$ cat src/rtl/pocs_pkg.sv
// Shared types, codes and defaults of the precedence order check and sort block.
package pocs_pkg;

    localparam int PAGE_W = 7;
    localparam int CMD_W = 2;

    localparam int PAGE_RANGE_DEF = 128;
    localparam int MAX_LEN_DEF = 32;
    localparam int MAX_PASSES_DEF = 32;

    typedef enum logic [CMD_W-1:0] {
        CMD_ADD_RULE = 2'd0,
        CMD_APPEND   = 2'd1,
        CMD_CLEAR    = 2'd2
    } command_t;

    typedef struct packed {
        logic [CMD_W-1:0]  command;
        logic [PAGE_W-1:0] page_a;
        logic [PAGE_W-1:0] page_b;
        logic              last;
    } in_item_t;

    typedef struct packed {
        logic [PAGE_W-1:0] page;
        logic              end_of_run;
        logic              was_ordered;
        logic [PAGE_W-1:0] middle_page;
        logic              overflow;
        logic              unsettled;
    } out_item_t;

    typedef enum logic [3:0] {
        ST_CLEAR,
        ST_IDLE,
        ST_RULE_WR,
        ST_CHK_ROW,
        ST_CHK_SCAN,
        ST_SRT_ROW,
        ST_SRT_SCAN,
        ST_MID,
        ST_OUT
    } state_t;

    typedef struct packed {
        logic in_ready;
        logic clr_init;
        logic mem_clr;
        logic rule_rd;
        logic rule_wr;
        logic append;
        logic chk_init;
        logic pass_init;
        logic row_fetch;
        logic scan;
        logic pos_next;
        logic pass_done;
        logic set_unsettled;
        logic unsettled_val;
        logic mid_fetch;
        logic out_init;
        logic out_load;
        logic seq_done;
    } ctl_cmd_t;

    typedef struct packed {
        logic             in_valid;
        logic [CMD_W-1:0] in_cmd;
        logic             in_last;
        logic             rule_ok;
        logic             clr_last;
        logic             row_skip;
        logic             hit;
        logic             q_last;
        logic             pos_last;
        logic             swapped;
        logic             pass_limit;
        logic             out_free;
    } ctl_status_t;

endpackage

$ cat src/rtl/pocs_ctrl.sv
// Controller: sequences rule writes, clearing, order check, swap passes and output.
module pocs_ctrl (
    input  logic                  clk,
    input  logic                  rst_n,
    input  pocs_pkg::ctl_status_t st,
    output pocs_pkg::ctl_cmd_t    cmd
);

    pocs_pkg::state_t state_reg;
    pocs_pkg::state_t state_next;
    logic             swapped_now;

    always_ff @(posedge clk or negedge rst_n)
    begin
        if (!rst_n)
        begin
            state_reg <= pocs_pkg::ST_CLEAR;
        end
        else
        begin
            state_reg <= state_next;
        end
    end

    // A swap found in the final scan cycle of a pass still counts for it.
    assign swapped_now = st.swapped | (st.hit & ~st.row_skip);

    always_comb
    begin
        cmd = '0;
        state_next = state_reg;
        case (state_reg)
            pocs_pkg::ST_CLEAR:
            begin
                cmd.mem_clr = 1'b1;
                if (st.clr_last)
                begin
                    state_next = pocs_pkg::ST_IDLE;
                end
            end
            pocs_pkg::ST_IDLE:
            begin
                cmd.in_ready = 1'b1;
                if (st.in_valid)
                begin
                    case (st.in_cmd)
                        pocs_pkg::CMD_ADD_RULE:
                        begin
                            if (st.rule_ok)
                            begin
                                cmd.rule_rd = 1'b1;
                                state_next = pocs_pkg::ST_RULE_WR;
                            end
                        end
                        pocs_pkg::CMD_APPEND:
                        begin
                            cmd.append = 1'b1;
                            if (st.in_last)
                            begin
                                cmd.chk_init = 1'b1;
                                state_next = pocs_pkg::ST_CHK_ROW;
                            end
                        end
                        pocs_pkg::CMD_CLEAR:
                        begin
                            cmd.clr_init = 1'b1;
                            state_next = pocs_pkg::ST_CLEAR;
                        end
                        default:
                        begin
                        end
                    endcase
                end
            end
            pocs_pkg::ST_RULE_WR:
            begin
                cmd.rule_wr = 1'b1;
                state_next = pocs_pkg::ST_IDLE;
            end
            pocs_pkg::ST_CHK_ROW:
            begin
                cmd.row_fetch = 1'b1;
                state_next = pocs_pkg::ST_CHK_SCAN;
            end
            pocs_pkg::ST_CHK_SCAN:
            begin
                if (!st.row_skip)
                begin
                    cmd.scan = 1'b1;
                end
                if (!st.row_skip && st.hit)
                begin
                    cmd.pass_init = 1'b1;
                    state_next = pocs_pkg::ST_SRT_ROW;
                end
                else if (st.row_skip || st.q_last)
                begin
                    if (st.pos_last)
                    begin
                        state_next = pocs_pkg::ST_MID;
                    end
                    else
                    begin
                        cmd.pos_next = 1'b1;
                        state_next = pocs_pkg::ST_CHK_ROW;
                    end
                end
            end
            pocs_pkg::ST_SRT_ROW:
            begin
                cmd.row_fetch = 1'b1;
                state_next = pocs_pkg::ST_SRT_SCAN;
            end
            pocs_pkg::ST_SRT_SCAN:
            begin
                if (!st.row_skip)
                begin
                    cmd.scan = 1'b1;
                end
                if (st.row_skip || st.q_last)
                begin
                    if (st.pos_last)
                    begin
                        cmd.pass_done = 1'b1;
                        if (swapped_now && !st.pass_limit)
                        begin
                            cmd.pass_init = 1'b1;
                            state_next = pocs_pkg::ST_SRT_ROW;
                        end
                        else
                        begin
                            cmd.set_unsettled = 1'b1;
                            cmd.unsettled_val = swapped_now;
                            state_next = pocs_pkg::ST_MID;
                        end
                    end
                    else
                    begin
                        cmd.pos_next = 1'b1;
                        state_next = pocs_pkg::ST_SRT_ROW;
                    end
                end
            end
            pocs_pkg::ST_MID:
            begin
                cmd.mid_fetch = 1'b1;
                cmd.out_init = 1'b1;
                state_next = pocs_pkg::ST_OUT;
            end
            pocs_pkg::ST_OUT:
            begin
                if (st.out_free)
                begin
                    cmd.out_load = 1'b1;
                    if (st.pos_last)
                    begin
                        cmd.seq_done = 1'b1;
                        state_next = pocs_pkg::ST_IDLE;
                    end
                end
            end
            default:
            begin
                state_next = pocs_pkg::ST_IDLE;
            end
        endcase
    end

endmodule

$ cat config.mk
export PLATFORM = sky130hd
export DESIGN_NAME = pocs_ctrl
export DESIGN_NICKNAME = d
export VERILOG_FILES = /design/src/rtl/pocs_pkg.sv /design/src/rtl/pocs_ctrl.sv
export SDC_FILE = /design/constraint.sdc
export NUM_CORES = 1
export LEC_CHECK = 0
export BUFFER_PORTS_ARGS = -buffer_cell sky130_fd_sc_hd__buf_2
export CORE_MARGIN = 2
export CORE_UTILIZATION = 35
export DETAILED_ROUTE_END_ITERATION = 8
export PLACE_DENSITY_LB_ADDON = 0.3
export SETUP_SLACK_MARGIN = 0.2
export SLEW_MARGIN = 40
export SYNTH_ARGS = -nofsm -noshare
export SYNTH_HDL_FRONTEND = slang
export SYNTH_SLANG_ARGS = --single-unit
$ cat constraint.sdc
create_clock -name clk -period 1.85 [get_ports clk]
set_clock_uncertainty 0.15 [all_clocks]
set_input_delay 0.0925 -clock clk [delete_from_list [all_inputs] [get_ports clk]]
set_output_delay 0.0925 -clock clk [all_outputs]
set_load 0.05 [all_outputs]
Yosys cells after proc, flatten, opt, wreduce, memory -nomap -nowiden

Cells that the tools add are included.

Reduce and logical (&&, ||, !) cells: 9
Bitwise operators: 3
Mux-type cells: 46
Equality and inequality tests: 19

Operator list:

| operator           | count |
|---|---|
| $mux 4             | 10 |
| $pmux 4 s8         | 1 |
| $mux 2             | 10 |
| $mux 1             | 19 |
| $eq 4x3->1 const B | 4 |
| $pmux 4 s3         | 1 |
| $ne 2x2->1 const B | 5 |
| $mux 3             | 3 |
| $ne 3x3->1 const B | 3 |
| $reduce_and 9->1   | 1 |
| $eq 4x2->1 const B | 2 |
| $eq 4x1->1 const B | 1 |
| $eq 4x4->1 const B | 1 |
| $logic_not 4->1    | 1 |
| $ne 4x1->1 const B | 1 |
| $pmux 2 s2         | 1 |
| $eq 2x1->1 const B | 1 |
| $eq 2x2->1 const B | 1 |
| $logic_and 1x1->1  | 2 |
| $logic_not 1->1    | 2 |
| $logic_not 2->1    | 1 |
| $pmux 1 s2         | 1 |
| $reduce_or 2->1    | 1 |
| $and 1x1->1        | 1 |
| 3 further kinds    | 3 |

Register bits after elaboration: 4
Output and inout bits: 18

Depth between registers and ports, before layout

Depth in word-level cells: 8
Mapped depth: 5

Worst setup path before layout

No wires, ideal clock.

Path type: register to output
Start: reg state_reg[3]
End: out cmd[11] (netlist name)
Arrival: 2592 ps
Stages on the path, launching flop included: 6
Path buffers: 1
Required time: 1607 ps
Slack: -985 ps
Path through: dfrtp_1 buf_4 nor4b_4 nand2_1 nor3_2 and2_1

RTL lines:

| item                     | RTL line        | source |
|---|---|---|
| start: declaration       | pocs_ctrl.sv:9  | `pocs_pkg::state_t state_reg;` |
| start signal: assignment | pocs_ctrl.sv:17 | `state_reg <= pocs_pkg::ST_CLEAR;` |
| start signal: assignment | pocs_ctrl.sv:21 | `state_reg <= state_next;` |
| end: declaration         | pocs_ctrl.sv:6  | `output pocs_pkg::ctl_cmd_t cmd` |

==> reports/results.ini <==
[drt]
ant_nets=0
first_iter_violations=29
viasPerCell=5.56
dr.pass1.iters=4
via_count=756
avgRoutedWirePerCell_um=16.2
routed_wl_um=2210
drc=0

[final_layout]
fin_nets=137
fin_cells=136
drive_above_1_share_pct=75.8
area_growth_pct=116
largest_reg_flops=4
diodes=0

[critical_path]
rrSetupSlack_ns=0.24
critical_path.cell_chain=nor4b_4 -> nand2_2 -> nor3_4 -> and2_4 -> buf_8
crit_arrival_ns=1.59
path_class=flip-flop to primary output
path_max_fanout=4
critPathCaptureType=primary output
cp_slowest_cell=dfrtp_2
required_ns=1.61
reg2reg_to=state_reg[2]
critPathLaunchType=flip-flop
reg2reg_depth=5
cp_slowest_stage_delay_ns=0.44
worstReg2RegStart=state_reg[0]

[global_routing]
top_usage_layer=met2
grt_pass1_vias=762
grt_use_met1_pct=26.7
grt_antenna_before_repair=0
grt.met3_usage_pct=4.26
grt_max_degree=9
gr-usage-met2_pct=41.2
grt_pass1_wl_um=3290
overflow=0
grtUsageTotal_pct=23.7

[power]
finalPower_uw=1660
powerDensity_mw_per_mm2=1430
leakage_uw=0.000520
irDropWorstVdd_uv=881

[synth]
synth_cells=70
ys_top_cells_by_count=10 x nor2_1, 6 x a21oi_1, 5 x nand2_1
synthesis.nets=85
synth_seq_cells=4
yosys_warnings=0
synth.top_cell.area_share_pct=18.6
synth_area_leader_cell=dfrtp_1
syn_area_per_cell_um2=7.70
synthFlopType=dfrtp_1
ys_async_sr_fraction_pct=100
synth_edf_count=0
synth_area_leaders=dfrtp_1 19%, nor2_1 7.0%, a21oi_1 5.6%
synth_cell_type_count=37
mappedNetlistArea_um2=539
ys_seq_area_share_pct=18.6
synth.most_common_cell=nor2_1

[status]
outcome=complete, no violations

[die]
rows=14
io_pins=33
initial_core_util_pct=36.6
design.die.area_mm2=0.00187
die-width_um=43.3
coreArea_mm2=0.00147
die_h_um=43.3

[placed_design]
place_inst=120
dp_hpwl_um=1280
place.gp.congestion=0.793
port_buffers=32

[sta]
min_period_ns=1.83
max_slew_margin_pct=77.4
rsz0062_at_grt=true
finalMaxSlewViolations=0
finalHoldViolCount=0
worstMarginPinSlew_ns=0.336
max_freq_mhz=546
finalSetupViolCount=0
min_period_over_period_pct=99.0

[clocking]
cts_tree=done
cts_max_level=1
numCtsBuffers=3
clockBufferDepth=2
cts_num_sinks=4
clkLatencyLatePin_ns=0.24
cts-root-buf=clkbuf_4
clk_pin_slew_worst_paths_ns=0.04

[job]
drv_cap=0

[min_path]
hold_class=primary input to async pin

-- routing by layer --
layer	up-vias	part of all wire, %
li1	352	-
met1	355	37
met2	39	53
met3	10	5.8
met4	0	3.6
met5	-	0
-- cell type report --
cell class | instances | area, um2
clock buffer | 3 | 22.5
sequential | 4 | 105
fill | 100 | 309
multi-input combinational | 58 | 541
timing repair buffer | 52 | 463
tap | 16 | 20.0
inverter | 3 | 11.3
-- cells in the final DEF, fill, tap and decap left out, types with 2 or more instances in the layout --
master and count:
nor2_4 7, buf_8 9, o21ai_0 2, buf_4 18, nand2b_4 2, dfrtp_2 4, nand4b_1 2, nand2_1 3
buf_2 14, nor3_4 3, and2_4 2, a21oi_1 5, clkbuf_4 3, inv_1 2, and3_4 3, nor4b_4 2
buf_6 10, nor2_1 4
-- metrics by stage --
| step | worst slack [ns] | cell area, um2 | TNS, ns | utilization (%) | hold slack [ns] |
|---|---|---|---|---|---|
| 6_report | 0.0188 | 1160 | 0 | 79.0 | 0.0328 |
| 3_5_place_dp | 0.115 | 778 | 0 | 52.9 | -0.245 |
| 2_1_floorplan | -0.667 | 588 | -2.38 | - | -0.353 |
| 3_3_place_gp | 0.148 | 778 | 0 | 52.9 | -0.248 |
| 4_1_cts | 0.0515 | 1010 | 0 | 68.6 | 0.0321 |
| 5_1_grt | -0.0352 | 1160 | -0.105 | 79.0 | 0.0473 |
-- cell families (layout without fill, tap and decap cells) --
logic type                count (synthesis)  in the layout  share of synthesized area [%]
AOI/OAI and AO/OA                        14             14                           17.6
DFF                                       4              4                           18.6
xor gates and xnor gates                  1              1                           1.62
and+or+nand+nor                          43             43                           52.9
buffers and inverters                     8             58                           9.28
-- worst max-delay path by stage --
stage	start	end	slack, ns	cells after the start
after global routing	state_reg[2]	cmd[11]	-0.04	5
after detailed placement	state_reg[1]	cmd[11]	0.11	5
after global placement	state_reg[1]	cmd[11]	0.15	5
final	state_reg[2]	cmd[11]	0.02	5
after CTS	state_reg[3]	cmd[10]	0.05	5
after floorplan	state_reg[3]	cmd[11]	-0.67	5
-- critical path: cells and delay by family, from the launching register on --
family,cells,cell delay [ns]
DFF,1,0.44
and+or+nand+nor,4,0.76
buffers and inverters,1,0.14
-- what timing repair did --
item,in CTS,in global routing
hold buffers,1,0
setup endpoints to repair,19,19
hold endpoints to repair,4,0
resized for setup,53,21
pin swaps,7,10
setup buffers,4,8
-- power breakdown --
group          internal [uW]  switching [uW]
clock network           72.9            40.4
logic                    641             719
registers                127            64.1
(Power assumes the default switching activity.)
